--- src/ptgt_pkg.sv ---
// ----------------------------------------------------------------------------
// ptgt_pkg
// shared constants, types and the arctangent table of the ground track block
// ----------------------------------------------------------------------------
package ptgt_pkg;

  localparam int unsigned CORDIC_STEPS = 24;   // 12 .. 32
  localparam int unsigned CW           = 36;   // cordic datapath width

  localparam logic [39:0] RATE_RESET   = 40'd214088507000;
  localparam logic [29:0] INV_GAIN_Q30 = 30'd652032874;
  localparam logic [31:0] QUARTER_TURN = 32'h4000_0000;
  localparam logic [31:0] HALF_TURN    = 32'h8000_0000;
  localparam logic signed [24:0] LAT_LIMIT = 25'sd5898240;
  localparam logic signed [24:0] LON_LIMIT = 25'sd11796480;

  typedef logic signed [CW-1:0] cw_t;

  // words riding alongside the cordic data
  typedef struct packed {
    logic        polar;     // x = y = 0 after scaling
    cw_t         z;         // scaled z
    logic [31:0] rot;       // earth rotation angle
    logic [31:0] lon_ang;   // raw longitude angle
  } side_t;

  // atan(2^-i) in 2^-32 turn units
  function automatic logic [31:0] atan_turns(input logic [4:0] i);
    logic [31:0] r;
    unique case (i)
      5'd0:  r = 32'd536870912;
      5'd1:  r = 32'd316933406;
      5'd2:  r = 32'd167458907;
      5'd3:  r = 32'd85004756;
      5'd4:  r = 32'd42667331;
      5'd5:  r = 32'd21354465;
      5'd6:  r = 32'd10679838;
      5'd7:  r = 32'd5340245;
      5'd8:  r = 32'd2670163;
      5'd9:  r = 32'd1335087;
      5'd10: r = 32'd667544;
      5'd11: r = 32'd333772;
      5'd12: r = 32'd166886;
      5'd13: r = 32'd83443;
      5'd14: r = 32'd41722;
      5'd15: r = 32'd20861;
      5'd16: r = 32'd10430;
      5'd17: r = 32'd5215;
      5'd18: r = 32'd2608;
      5'd19: r = 32'd1304;
      5'd20: r = 32'd652;
      5'd21: r = 32'd326;
      5'd22: r = 32'd163;
      5'd23: r = 32'd81;
      5'd24: r = 32'd41;
      5'd25: r = 32'd20;
      5'd26: r = 32'd10;
      5'd27: r = 32'd5;
      5'd28: r = 32'd3;
      5'd29: r = 32'd1;
      5'd30: r = 32'd1;
      default: r = 32'd0;
    endcase
    return r;
  endfunction

endpackage

--- src/ptgt_norm.sv ---
// ----------------------------------------------------------------------------
// ptgt_norm
// front stages: zero check, rotation product, scaling and half-plane fold
// ----------------------------------------------------------------------------
module ptgt_norm import ptgt_pkg::*; (
  input  logic        clk_i,
  input  logic        rst_ni,
  input  logic        en_i,
  input  logic        valid_i,
  input  logic [31:0] time_i,
  input  logic [31:0] x_i,
  input  logic [31:0] y_i,
  input  logic [31:0] z_i,
  input  logic [39:0] rate_i,
  output logic        valid_o,
  output cw_t         x_o,
  output cw_t         y_o,
  output logic [31:0] ang_o,
  output side_t       side_o
);

  function automatic logic [31:0] abs32(input logic [31:0] v);
    return v[31] ? (~v + 32'd1) : v;
  endfunction

  function automatic logic [5:0] lead_zeros(input logic [31:0] v);
    logic [5:0] n;
    n = 6'd32;
    for (int i = 0; i < 32; i++) begin
      if (v[i]) n = 6'(31 - i);
    end
    return n;
  endfunction

  // stage a: register inputs and partial rotation products
  logic        va_q;
  logic [31:0] xa_q, ya_q, za_q;
  logic [63:0] lo_q;
  logic [39:0] hi_q;

  always_ff @(posedge clk_i or negedge rst_ni) begin
    if (!rst_ni) begin
      va_q <= 1'b0;
    end else if (en_i) begin
      va_q <= valid_i && ((x_i | y_i | z_i) != 32'd0);
    end
  end

  always_ff @(posedge clk_i) begin
    if (en_i) begin
      xa_q <= x_i;
      ya_q <= y_i;
      za_q <= z_i;
      lo_q <= time_i * rate_i[31:0];
      hi_q <= time_i * rate_i[39:32];
    end
  end

  // stage b: largest magnitude and rounded rotation angle
  logic        vb_q;
  logic [31:0] xb_q, yb_q, zb_q, mb_q, rotb_q;
  logic [31:0] ax, ay, az, mxy;

  assign ax  = abs32(xa_q);
  assign ay  = abs32(ya_q);
  assign az  = abs32(za_q);
  assign mxy = (ay > ax) ? ay : ax;

  always_ff @(posedge clk_i or negedge rst_ni) begin
    if (!rst_ni) begin
      vb_q <= 1'b0;
    end else if (en_i) begin
      vb_q <= va_q;
    end
  end

  always_ff @(posedge clk_i) begin
    if (en_i) begin
      xb_q   <= xa_q;
      yb_q   <= ya_q;
      zb_q   <= za_q;
      mb_q   <= (az > mxy) ? az : mxy;
      rotb_q <= lo_q[63:32] + hi_q[31:0] + {31'd0, lo_q[31]};
    end
  end

  // stage c: scale so the largest magnitude lands in [2^30, 2^31]
  logic        vc_q;
  logic [32:0] xc_q, yc_q, zc_q;
  logic [31:0] rotc_q;
  logic [5:0]  lz;
  logic [4:0]  sh;

  assign lz = lead_zeros(mb_q);
  assign sh = mb_q[31] ? 5'd0 : 5'(lz - 6'd1);

  always_ff @(posedge clk_i or negedge rst_ni) begin
    if (!rst_ni) begin
      vc_q <= 1'b0;
    end else if (en_i) begin
      vc_q <= vb_q;
    end
  end

  always_ff @(posedge clk_i) begin
    if (en_i) begin
      xc_q   <= {xb_q[31], xb_q} << sh;
      yc_q   <= {yb_q[31], yb_q} << sh;
      zc_q   <= {zb_q[31], zb_q} << sh;
      rotc_q <= rotb_q;
    end
  end

  // stage d: fold left half-plane, flag polar points
  logic        vd_q;
  cw_t         xd_q, yd_q;
  logic [31:0] angd_q;
  side_t       sided_q;
  cw_t         xe, ye, ze;

  assign xe = CW'($signed(xc_q));
  assign ye = CW'($signed(yc_q));
  assign ze = CW'($signed(zc_q));

  always_ff @(posedge clk_i or negedge rst_ni) begin
    if (!rst_ni) begin
      vd_q <= 1'b0;
    end else if (en_i) begin
      vd_q <= vc_q;
    end
  end

  always_ff @(posedge clk_i) begin
    if (en_i) begin
      xd_q            <= xe[CW-1] ? -xe : xe;
      yd_q            <= xe[CW-1] ? -ye : ye;
      angd_q          <= xe[CW-1] ? HALF_TURN : 32'd0;
      sided_q.polar   <= (xc_q == 33'd0) && (yc_q == 33'd0);
      sided_q.z       <= ze;
      sided_q.rot     <= rotc_q;
      sided_q.lon_ang <= 32'd0;
    end
  end

  assign valid_o = vd_q;
  assign x_o     = xd_q;
  assign y_o     = yd_q;
  assign ang_o   = angd_q;
  assign side_o  = sided_q;

endmodule

--- config.mk ---
export PLATFORM = sky130hd
export DESIGN_NAME = ptgt_norm
export DESIGN_NICKNAME = d
export VERILOG_FILES = /design/src/ptgt_pkg.sv /design/src/ptgt_norm.sv
export SDC_FILE = /design/constraint.sdc
export NUM_CORES = 2
export LEC_CHECK = 0
export BUFFER_PORTS_ARGS = -buffer_cell sky130_fd_sc_hd__buf_2
export CORE_MARGIN = 2
export CORE_UTILIZATION = 50
export CTS_BUF_LIST = sky130_fd_sc_hd__clkbuf_8
export DETAILED_ROUTE_END_ITERATION = 10
export HOLD_SLACK_MARGIN = 0.1
export MAX_ROUTING_LAYER = met4
export PLACE_DENSITY_LB_ADDON = 0.05
export REMOVE_ABC_BUFFERS = 1
export SKIP_CTS_REPAIR_TIMING = 1
export SYNTH_ARGS = -nofsm -noshare
export SYNTH_HDL_FRONTEND = slang
export SYNTH_SLANG_ARGS = --single-unit
--- constraint.sdc ---
create_clock -name clk_i -period 5.9 [get_ports clk_i]
set_clock_uncertainty 0.05 [all_clocks]
set_input_delay 1.18 -clock clk_i [delete_from_list [all_inputs] [get_ports clk_i]]
set_output_delay 1.18 -clock clk_i [all_outputs]
set_load 0.005 [all_outputs]
==> metrics.txt <==
clk_lat worst skew 0.78 ns; Seq/Total Area, Yosys 25.7%; RSZ-0062 raised after global routing yes; antenna violations before repair 3; final WL 206 mm; Global Route Usage Sum 29.6%; minimum clock period 7.80 ns; Hold/Removal Path Class primary input to asynchronous set/reset pin; Clock Sink Count 595; total congestion overflow 0; CP peak stage delay 0.58 ns; Post-synth top cells inv_1, fa_1, nand2_1; initial detailed-routing violation count 3583; Post-synth EDFFs 591; FILL cells 11800; Die Span X 377 um; gp weighted congestion around 0.95; Final period util 132%; Slew Viols, Final 0; Reg2Reg Depth 33; DIE AREA 0.142 mm^2; Clock Tree Buf Depth 3; Synth top area share a little under a third; IO buf count approximately 310; core area 0.138 mm^2; crit start category primary input; Yosys reg bits 595; critical path buffer and inverter count 8; # rows approximately 140; Data required, critical path 6.36 ns; crit path setup slack, layout -1.90 ns; Worst EP arrival 8.26 ns; Starting Density about half; area grow syn2layout 18.2%; count leader, synth inv_1; cell accounting for the most synthesized area fa_1; H-tree Lvls 3; CP Max Fanout 12; Gate Count Post-Synth 6737; fmax 128 MHz; post-layout util 59.6%; largest cells by area after synthesis fa_1, edfxtp_1, ha_1; critical path endpoint category register; via-per-instance ratio 5.42; first-pass GRT wire length 310 mm; Worst path most repeated cell fa_1; CTS Buf Count 86; top_reg_cell synth edfxtp_1; Final #Nets 9168; Rel. slew slack between 20% and 30%; Worst-Margin Slew 1.14 ns; root buffer cell clkbuf_8; Netlist cell types 72; Die Y-Extent 377 um; HPWL after DPL 170 mm; Mapped Area 0.0695 mm^2; slowest CP cell fa_1; Max Cap Viol 0; Reg clk slew, reported paths 0.07 ns; vias in the first global route about 52000; status finished, violations left; first-pass iteration count of the detailed router 7; Avg WL per Cell 21.9 um; TritonCTS clock tree done; via count between 50000 and 60000; Hold Fails Final Rpt 0; Crit path depth 27; io pins between 300 and 400; synth warn 0; critical path's top delay family adder cells; number of setup violations in the final report 65; failing checks setup timing; Post-route DRC 0; Synth Area per Inst 10.3 um^2; largest net degree at the start of global routing 105; Detail Route Antenna Nets 0; WS Path Type primary input to register; ys async rst share 0.672%; share of layout cells above drive strength 1 20.7%
## metal layers
metal | wire, um | part of all wire, % | track usage [%] | up-vias
met3 | 12200 | 5.9 | 3.21 | 276
met4 | 6730 | 3.3 | 8.78 | 0
met2 | 97400 | 47 | 47.5 | 1660
li1 | - | - | - | 23200
met5 | 0 | 0 | - | -
met1 | 89300 | 43 | 40.0 | 25900
## cell type report
type	instances	area, um^2	share of cell area [%]
clock inverters	69	603	0.734
multi-input cells	4614	47200	57.5
repair buffers	1063	8630	10.5
well taps	1794	2240	2.73
diodes	2	5.00	0.00609
flip-flops and latches	595	17800	21.7
clock buffers	88	1210	1.47
inverters	1181	4430	5.39
## worst register-to-register path, delay by kind of cell, from the launching register on
family	cells	cell delay, ns
and+or+nand+nor	10	2.14
AOI/OAI and AO/OA	10	1.58
buffers and inverters	9	1.33
xor gates and xnor gates	1	0.21
muxes	1	0.16
adders and majority gates	2	0.50
DFF	1	0.42
## sequential cells by signal (all words and copies together) (netlist names), 32 cells and up
name	count
hi_q	32
lo_q	33
mb_q	32
rotb_q	32
rotc_q	32
side_o	66
x_o	36
xa_q	32
xb_q	32
xc_q	33
y_o	36
ya_q	32
yb_q	32
yc_q	33
za_q	32
zb_q	32
zc_q	33
## metrics by stage
stage	setup WS, ns	hold slack (ns)	TNS, ns	instances	cell area, um^2
final	-1.90	0.150	-73.95	9406	82200
after global routing	-2.06	0.142	-89.70	9405	82200
after CTS	-2.40	0.0970	-100.66	9358	79400
after detailed placement	-3.26	0.355	-134.76	9201	77600
after global placement	-3.19	0.352	-132.85	9201	77600
after floorplan	-4.58	0.350	-424.19	6389	68000
## cells by family (layout without fill, tap and decap cells)
kind of cell	Yosys count	count (layout)	share of synthesized area, %
buffers and inverters	1594	2401	8.97
xor gates and xnor gates	239	239	3.01
other	1	68	0.00539
and+or+nand+nor	1895	1895	13.3
AOI/OAI and AO/OA	696	697	6.66
adders and majority gates	1455	1455	37.5
DFF	595	595	25.7
muxes	262	262	4.86
## worst paths after layout
kind	slack [ns]	to	startpoint
max	-1.90	lo_q[54]	rate_i[17]
min	0.15	vb_q	rst_ni
max reg2reg	-0.76	mb_q[6]	ya_q[6]
min reg2reg	0.37	rotc_q[31]	rotb_q[31]
max in group asynchronous	5.52	valid_o	rst_ni
min in group clk_i	0.37	rotc_q[31]	rotb_q[31]
## layout by cell type (no fill, tap or decap), types with 23 or more instances in the layout
cell type and n:
fa_2 37, a21o_1 59, buf_6 72, nand2b_1 26, a211oi_1 37, xor2_1 79
nor3_1 46, or4_1 31, mux4_2 57, clkbuf_8 88, o21a_1 25, nand2_1 904
edfxtp_1 591, ha_1 369, o31ai_1 46, o21ai_0 113, nor4_1 40, nor2b_1 29
and3_1 23, buf_2 259, xnor2_1 147, nand3_1 23, o41ai_1 23, ha_4 30
buf_12 53, mux2_2 32, inv_1 1172, conb_1 66, buf_4 635, fa_1 1016
and2_1 495, nand4_1 35, mux2i_1 164, buf_8 23, a31o_2 26, nor2_1 130
a21oi_1 153
Power is left out: the tool's default activity adds up to more than one toggle a clock period on the data nets, which glitch-free logic cannot reach.
