`src/ptgt_pkg.sv`:
```
// ----------------------------------------------------------------------------
// ptgt_pkg
// shared constants, types and the arctangent table of the ground track block
// ----------------------------------------------------------------------------
package ptgt_pkg;

  localparam int unsigned CORDIC_STEPS = 24;   // 12 .. 32
  localparam int unsigned CW           = 36;   // cordic datapath width

  localparam logic [39:0] RATE_RESET   = 40'd214088507000;
  localparam logic [29:0] INV_GAIN_Q30 = 30'd652032874;
  localparam logic [31:0] QUARTER_TURN = 32'h4000_0000;
  localparam logic [31:0] HALF_TURN    = 32'h8000_0000;
  localparam logic signed [24:0] LAT_LIMIT = 25'sd5898240;
  localparam logic signed [24:0] LON_LIMIT = 25'sd11796480;

  typedef logic signed [CW-1:0] cw_t;

  // words riding alongside the cordic data
  typedef struct packed {
    logic        polar;     // x = y = 0 after scaling
    cw_t         z;         // scaled z
    logic [31:0] rot;       // earth rotation angle
    logic [31:0] lon_ang;   // raw longitude angle
  } side_t;

  // atan(2^-i) in 2^-32 turn units
  function automatic logic [31:0] atan_turns(input logic [4:0] i);
    logic [31:0] r;
    unique case (i)
      5'd0:  r = 32'd536870912;
      5'd1:  r = 32'd316933406;
      5'd2:  r = 32'd167458907;
      5'd3:  r = 32'd85004756;
      5'd4:  r = 32'd42667331;
      5'd5:  r = 32'd21354465;
      5'd6:  r = 32'd10679838;
      5'd7:  r = 32'd5340245;
      5'd8:  r = 32'd2670163;
      5'd9:  r = 32'd1335087;
      5'd10: r = 32'd667544;
      5'd11: r = 32'd333772;
      5'd12: r = 32'd166886;
      5'd13: r = 32'd83443;
      5'd14: r = 32'd41722;
      5'd15: r = 32'd20861;
      5'd16: r = 32'd10430;
      5'd17: r = 32'd5215;
      5'd18: r = 32'd2608;
      5'd19: r = 32'd1304;
      5'd20: r = 32'd652;
      5'd21: r = 32'd326;
      5'd22: r = 32'd163;
      5'd23: r = 32'd81;
      5'd24: r = 32'd41;
      5'd25: r = 32'd20;
      5'd26: r = 32'd10;
      5'd27: r = 32'd5;
      5'd28: r = 32'd3;
      5'd29: r = 32'd1;
      5'd30: r = 32'd1;
      default: r = 32'd0;
    endcase
    return r;
  endfunction

endpackage

```
`src/ptgt_deg.sv`:
```
// ----------------------------------------------------------------------------
// ptgt_deg
// back stages: polar override, rotation correction, degrees, clamping
// ----------------------------------------------------------------------------
module ptgt_deg import ptgt_pkg::*; (
  input  logic        clk_i,
  input  logic        rst_ni,
  input  logic        en_i,
  input  logic        valid_i,
  input  logic [31:0] lat_ang_i,
  input  side_t       side_i,
  output logic        valid_o,
  output logic [23:0] lat_o,
  output logic [24:0] lon_o
);

  function automatic logic signed [24:0] to_deg(input logic [31:0] a);
    logic signed [40:0] s, p;
    s = 41'($signed(a));
    p = (s <<< 8) + (s <<< 6) + (s <<< 5) + (s <<< 3) + 41'sd32768;
    return 25'(p >>> 16);
  endfunction

  logic [31:0] lat_a, lon_a;

  assign lat_a = side_i.polar ? (side_i.z[CW-1] ? -QUARTER_TURN : QUARTER_TURN) : lat_ang_i;
  assign lon_a = (side_i.polar ? 32'd0 : side_i.lon_ang) - side_i.rot;

  // stage 1: degree conversion
  logic              v1_q;
  logic signed [24:0] lat1_q, lon1_q;

  always_ff @(posedge clk_i or negedge rst_ni) begin
    if (!rst_ni) begin
      v1_q <= 1'b0;
    end else if (en_i) begin
      v1_q <= valid_i;
    end
  end

  always_ff @(posedge clk_i) begin
    if (en_i) begin
      lat1_q <= to_deg(lat_a);
      lon1_q <= to_deg(lon_a);
    end
  end

  // stage 2: clamp and output register
  logic        v2_q;
  logic [23:0] lat2_q;
  logic [24:0] lon2_q;
  logic signed [24:0] lat_c;

  always_comb begin
    lat_c = lat1_q;
    if (lat1_q > LAT_LIMIT) lat_c = LAT_LIMIT;
    if (lat1_q < -LAT_LIMIT) lat_c = -LAT_LIMIT;
  end

  always_ff @(posedge clk_i or negedge rst_ni) begin
    if (!rst_ni) begin
      v2_q <= 1'b0;
    end else if (en_i) begin
      v2_q <= v1_q;
    end
  end

  always_ff @(posedge clk_i) begin
    if (en_i) begin
      lat2_q <= lat_c[23:0];
      lon2_q <= (lon1_q <= -LON_LIMIT) ? LON_LIMIT : lon1_q;
    end
  end

  assign valid_o = v2_q;
  assign lat_o   = lat2_q;
  assign lon_o   = lon2_q;

endmodule

```
`config.mk`:
```
export PLATFORM = sky130hd
export DESIGN_NAME = ptgt_deg
export DESIGN_NICKNAME = d
export VERILOG_FILES = /design/src/ptgt_pkg.sv /design/src/ptgt_deg.sv
export SDC_FILE = /design/constraint.sdc
export NUM_CORES = 1
export LEC_CHECK = 0
export BUFFER_PORTS_ARGS = -buffer_cell sky130_fd_sc_hd__buf_2
export CORE_MARGIN = 4
export CORE_UTILIZATION = 53
export CTS_CLUSTER_DIAMETER = 60
export DETAILED_ROUTE_END_ITERATION = 7
export GPL_TIMING_DRIVEN = 1
export PLACE_DENSITY = 0.85
export SLEW_MARGIN = 10
export SYNTH_ARGS = -nofsm -noshare
export SYNTH_HDL_FRONTEND = slang
export SYNTH_SLANG_ARGS = --single-unit
export TNS_END_PERCENT = 5
```
`constraint.sdc`:
```
create_clock -name clk_i -period 2.44 [get_ports clk_i]
set_clock_uncertainty 0.1 [all_clocks]
set_input_delay 0 -clock clk_i [delete_from_list [all_inputs] [get_ports clk_i]]
set_output_delay 0 -clock clk_i [all_outputs]
set_load 0.005 [all_outputs]
```
==> results.yml, run 1 <==
cells_and_area:
  nets: 2042
  area_growth_syn_to_layout_pct: 42.6
  final_util_pct: 76.9
  fillerInstances: 1252
  diodes: 0
  drive_above_1_share_pct: 40.6
hold_path:
  hold_class: "input port to flop"
  hold_depth: 1
synthesis:
  ys_top_cells_by_area: "edfxtp_1 25%, ha_1 19%, fa_1 17%"
  yosysTopAreaCellShare_pct: 25.2
  syn_inst: 1137
  synth.avg_cell_area_sq_um: 10.4
  synthArstFlopShare_pct: 1.98
  ys_seq_area_share_pct: 25.6
  yosysWarnings: 0
  synth_edf_count: 99
  ys.flop_type: "edfxtp_1"
  ys_types: 62
  syn-num-nets: 1554
  syn_area_sq_mm: 0.0118
  ys_ff_latch: 101
  yosysTopAreaCell: "edfxtp_1"
timing:
  relSlewSlack_pct: 56.0
  tightest_slew_ns: 0.659
  min_period_ns: 5.66
  rsz0062_at_grt: "yes"
  finalSetupViolCount: 71
  fin_ws_ns: -3.22
  final_hold_viol_count: 0
  min_period_over_period_pct: 232
  max_freq_mhz: 177
  finalMaxSlewViolations: 0
setup_path:
  crit_top_cell: "buf_4"
  max_stage_delay_ns: 0.48
  critPathRequiredTime_ns: 2.44
  ff2ff_path_depth: 6
  cp-startpoint: "side_i[100]"
  endpoint: "lon1_q[19]$_DFFE_PP_"
  r2r_end: "lon_o[14]$_SDFFCE_PP0P_"
  rrSetupSlack_ns: -0.02
  r2r-start: "lon1_q[2]$_DFFE_PP_"
  worstSetupStartpointType: "input port"
  worst-setup-path-type: "input port to flop"
  cpMaxStageDelayCell: "fa_1"
  cp.arrival_ns: 5.66
  path_max_fanout: 7
  endpoint_kind: "flop"
floorplanning:
  die_h_microns: 157
  die_w_microns: 157
  ios: 187
  design.core.area_sq_mm: 0.0219
  dieArea_sq_mm: 0.0247
  floorplan.initialDensity_pct: 53.9
  rows: 54
global_routing:
  grt_pass1_vias: 11200
  grt_pass1_wl_microns: 53700
  grt_start_max_net_pins: 47
  grt_use_total_pct: 26.5
  antenna_found_initial: 0
  grt_overflow: 0
placed_design:
  finalWeightedCongestion: 0.891
  portBuffers: 151
  dp_hpwl_microns: 24400
  pre_cts_slack_ns: -3.75
outcome:
  status: "complete, but fails checks"
  violations: "negative setup slack"
route:
  avgRoutedWirePerCell_microns: 19.9
  drt_drc_violations_left: 0
  dr_wl_met3_microns: 2550
  met2_length_microns: 19200
  drt-initial-drc-count: 892
  via_count: 11100
  final_antenna_net_count: 0
  drt_first_pass_iters: 7
  viasPerCell: 5.81
  highest_layer: "met4"
  wirelength_microns: 38000
  wl_met1_microns: 13800
job:
  max_cap_violations: 0
power:
  power-per-cell-area_mw_per_mm2: 1600
  p_leak_nw: 8.24
  vdd_drop_max_mv: 1.22
clock_tree:
  clkTransAtPathRegs_ns: 0.07
  root_buffer: "clkbuf_16"
  cts_made_buffers: 9
  worst_skew_pair.late_latency_ns: 0.35
  htreeDepth: 3
  clock_sinks: 101
  cts_tree: "built"
  cts.path.max_buffers: 2
[critical path: cells and delay by family]
family | cells | cell delay, ns
AOI/OAI and AO/OA | 8 | 1.56
xor gates and xnor gates | 2 | 0.16
adders and majority gates | 5 | 1.84
buffers and inverters | 4 | 0.71
and+or+nand+nor | 7 | 1.35
[registers in the layout (all words and copies together) (netlist names)]
register,cells
lon1_q,25
lat_o,24
lat1_q,25
v1_q,1
valid_o,1
lon_o,25
[logic make-up (layout without fill, tap and decap cells)]
kind of cell,Yosys count,after routing,share of synthesized area (%)
AOI/OAI and AO/OA,223,223,12.2
DFF,101,101,25.6
xor gates and xnor gates,91,91,7.01
and+or+nand+nor,292,292,13.7
muxes,4,4,0.361
adders and majority gates,285,285,36.6
buffers and inverters,141,634,4.49
[cells in the final DEF (no fill, tap or decap), types with 6 or more instances in the layout]
cell	count
inv_1	121
ha_4	24
o211ai_1	7
nor2b_2	13
o21ai_1	12
o31ai_2	6
xor2_1	29
xnor2_2	14
and2_1	18
xnor2_1	43
o21ai_0	23
nand4_1	12
or2_2	6
inv_2	9
nand3_1	15
a21o_1	36
nor2b_1	78
nand2b_1	13
o21bai_1	6
a21oi_2	15
nor3_1	16
o21a_1	10
nand2_1	25
ha_1	152
fa_1	100
a21oi_1	52
nor3_2	6
buf_4	328
edfxtp_1	99
nor4_1	9
nor2_1	44
clkbuf_16	9
buf_2	149
[worst min-delay path by stage]
stage | start | end | slack, ns
after floorplan | rst_ni | v1_q$_DFFE_PN0P_ | -0.40
after global placement | rst_ni | valid_o$_DFFE_PN0P_ | -0.32
after detailed placement | rst_ni | valid_o$_DFFE_PN0P_ | -0.31
after CTS | en_i | lat1_q[13]$_DFFE_PP_ | 0.03
after global routing | en_i | lat_o[11]$_SDFFCE_PP0P_ | 0.05
final | en_i | lat_o[15]$_SDFFCE_PP0P_ | 0.04
[power by group]
group	switching (mW)	internal, mW	total, mW
Combinational	11.2	10.6	21.8
Sequential	0.280	3.29	3.57
Clock	0.685	0.926	1.61
[metrics by stage]
stage / power [mW] / setup TNS (ns) / area (sq um) / hold slack [ns] / cells
2_1_floorplan: 13.1 / -109.53 / 12000 / -0.396 / 1137
3_3_place_gp: 18.6 / -131.01 / 15300 / -0.315 / 1862
3_5_place_dp: 19.6 / -141.37 / 15300 / -0.312 / 1862
4_1_cts: 22.9 / -100.85 / 16300 / 0.0328 / 1897
5_1_grt: 28.5 / -117.49 / 16800 / 0.0480 / 1910
6_report: 27.0 / -107.85 / 16800 / 0.0354 / 1910
[cell usage after synthesis, drive strengths merged (2+ instances only)]
master and n:
a2111oi 2, a211o 2, a211oi 8, a21o 36, a21oi 71, a221oi 2
a31oi 6, a41oi 3, and2 19, and3 5, and4 3, clkbuf 11
dfrtp 2, edfxtp 99, fa 102, ha 178, inv 130, maj3 5
mux2 2, mux2i 2, nand2 27, nand2b 14, nand3 17, nand4 12
nor2 46, nor2b 96, nor3 23, nor4 11, o211ai 7, o21a 10
o21ai 44, o21bai 8, o311ai 2, o31a 2, o31ai 7, o41ai 3
or2 8, or3 6, or4 3, xnor2 58, xor2 33
[repair_timing]
item / CTS / global route
gates cloned: 1 / 0
endpoints found under the setup margin: 76 / 93
hold endpoints to repair: 3 / 0
setup buffers: 15 / 14
hold buffers: 3 / 0
resized for setup: 83 / 88
pin swaps: 41 / 48
[area by class of cell]
cell class | count | area, sq um | share of cell area [%]
Clock buffer | 9 | 225 | 1.34
Inverter | 130 | 488 | 2.90
Tap cell | 280 | 350 | 2.08
Clock inverter | 7 | 115 | 0.684
Sequential cell | 101 | 3020 | 18.0
Multi-Input combinational cell | 895 | 9240 | 54.9
Timing Repair Buffer | 488 | 3380 | 20.1
[metal layers]
metal  up-vias  GRT usage [%]
met5         -              0
met4         0           10.1
met3       242           3.24
met2       632           47.9
met1      5250           32.4
li1       4976              -
Power figures use the tool's default switching activity.
==> run 2, diff against run 1 <==
Settings changed: GPL_TIMING_DRIVEN 1 to 0.
==> results.yml, run 2 (same netlist as run 1, synthesis figures left out) <==
outcome:
  status: "complete, but fails checks"
  violations: "negative setup slack"
clock_tree:
  clock_sinks: 101
  cts_tree: "built"
  root_buffer: "clkbuf_16"
  cts.path.max_buffers: 2
  htreeDepth: 3
  clkTransAtPathRegs_ns: 0.08
  worst_skew_pair.late_latency_ns: 0.34
  cts_made_buffers: 9
timing:
  tns_ns: -122.52
  finalSetupViolCount: 67
  holdWs_ns: 0.0861
  relSlewSlack_pct: 46.3
  tightest_slew_ns: 0.805
  rsz0062_at_grt: "yes"
  min_period_over_period_pct: 229
  fin_ws_ns: -3.15
  final_hold_viol_count: 0
  finalMaxSlewViolations: 0
  max_freq_mhz: 179
  min_period_ns: 5.59
route:
  final_antenna_net_count: 0
  viasPerCell: 5.60
  avgRoutedWirePerCell_microns: 16.9
  wirelength_microns: 27400
  via_count: 9090
  drt_first_pass_iters: 5
  drt-initial-drc-count: 448
  drt_drc_violations_left: 0
setup_path:
  worstSetupStartpointType: "input port"
  endpoint_kind: "flop"
  cpMaxStageDelayCell: "fa_1"
  cp.arrival_ns: 5.57
  crit_top_cell: "ha_4"
  worst-setup-path-type: "input port to flop"
  path_max_fanout: 7
  critPathRequiredTime_ns: 2.43
  max_stage_delay_ns: 0.53
cells_and_area:
  nets: 1755
  multi_input_area_sq_mm: 0.00915
  drive_above_1_share_pct: 25.3
  final_util_pct: 66.5
  final_cell_mix: "156 x ha_1, 149 x buf_2, 122 x inv_1"
  fin_cells: 1623
  seq_area_sq_mm: 0.00302
  fillerInstances: 1583
  area_growth_syn_to_layout_pct: 23.3
  layout_commonest_cell: "ha_1"
  diodes: 0
global_routing:
  grt_start_max_net_pins: 59
  grt_overflow: 0
  antenna_found_initial: 0
  grt_use_total_pct: 20.7
  grt_pass1_wl_microns: 42400
  grt_pass1_vias: 8939
floorplanning:
  ios: 187
  die_h_microns: 157
  rows: 54
  design.core.area_sq_mm: 0.0219
  die_w_microns: 157
  dieArea_sq_mm: 0.0247
  floorplan.initialDensity_pct: 53.9
power:
  vdd_drop_max_mv: 1.25
  power-per-cell-area_mw_per_mm2: 1460
  p_leak_nw: 6.75
placed_design:
  portBuffers: 150
  dp_hpwl_microns: 20700
  place_inst: 1568
  finalWeightedCongestion: 0.894
job:
  max_cap_violations: 0
hold_path:
  hold_class: "input port to flop"
-- run 2: cell count changes in the layout (fill, tap and decap cells not counted), moves of 7 or more --
cell	before	now
nor2b_2	13	5
o21ai_0	23	30
nor2b_1	78	88
buf_4	328	34
ha_4	24	15
a21oi_2	15	5
o21ai_1	12	5
-- run 2: final timing paths --
path / to / from / slack, ns / cells past startpoint
setup / recovery: lon1_q[21]$_DFFE_PP_ / side_i[100] / -3.15 / 29
hold / removal: lat_o[1]$_SDFFCE_PP0P_ / en_i / 0.09 / 1
min in group asynchronous: valid_o$_DFFE_PN0P_ / rst_ni / 0.43 / 3
setup reg to reg: lon_o[11]$_SDFFCE_PP0P_ / lon1_q[6]$_DFFE_PP_ / -0.09 / 7
max in group asynchronous: v1_q$_DFFE_PN0P_ / rst_ni / 1.68 / 3
hold reg to reg: valid_o$_DFFE_PN0P_ / v1_q$_DFFE_PN0P_ / 0.41 / 1
-- run 2: routing by layer --
layer	global-route usage (%)	part of all wire, %	vias to the layer above
met5	0	0	-
met4	4.63	2.6	0
met3	1.40	4.6	72
met2	35.5	50	330
met1	29.3	43	4300
li1	-	-	4388
-- run 2: critical path, delay by kind of cell --
family	cells	cell delay, ns
buffers and inverters	6	0.60
AO/OA/AOI/OAI	9	1.94
adder cells (fa/ha/maj)	6	1.97
XOR/XNOR	2	0.35
AND/OR/NAND/NOR	6	0.68
-- run 2: final cells by class --
cell class                 count  area share [%]
sequential                   101            20.8
inverter                     130            3.37
clock inverter                 7           0.697
tap                          280            2.41
timing repair buffer         190            7.51
clock buffer                   9            1.55
multi-input combinational    895            62.9
buffer                        11           0.817
-- run 2: what timing repair did --
action | CTS | global route
buffers inserted | 15 | 21
setup endpoints to repair | 93 | 85
hold buffers | 3 | 0
resized for setup | 80 | 71
endpoints found under the hold margin | 3 | 0
pin swaps | 33 | 31
-- run 2: per-stage QoR --
| step | cell area [sq um] | total power, mW | worst slack, ns |
|---|---|---|---|
| 2_1_floorplan | 12000 | 13.1 | -3.25 |
| 3_3_place_gp | 13100 | 15.4 | -3.81 |
| 3_5_place_dp | 13100 | 15.9 | -3.91 |
| 4_1_cts | 14000 | 18.8 | -3.12 |
| 5_1_grt | 14600 | 22.9 | -3.48 |
| 6_report | 14600 | 21.2 | -3.15 |
-- run 2: power by group --
group | switching, mW | internal (mW)
combinational | 8.69 | 7.38
clock | 0.644 | 0.914
sequential | 0.311 | 3.30
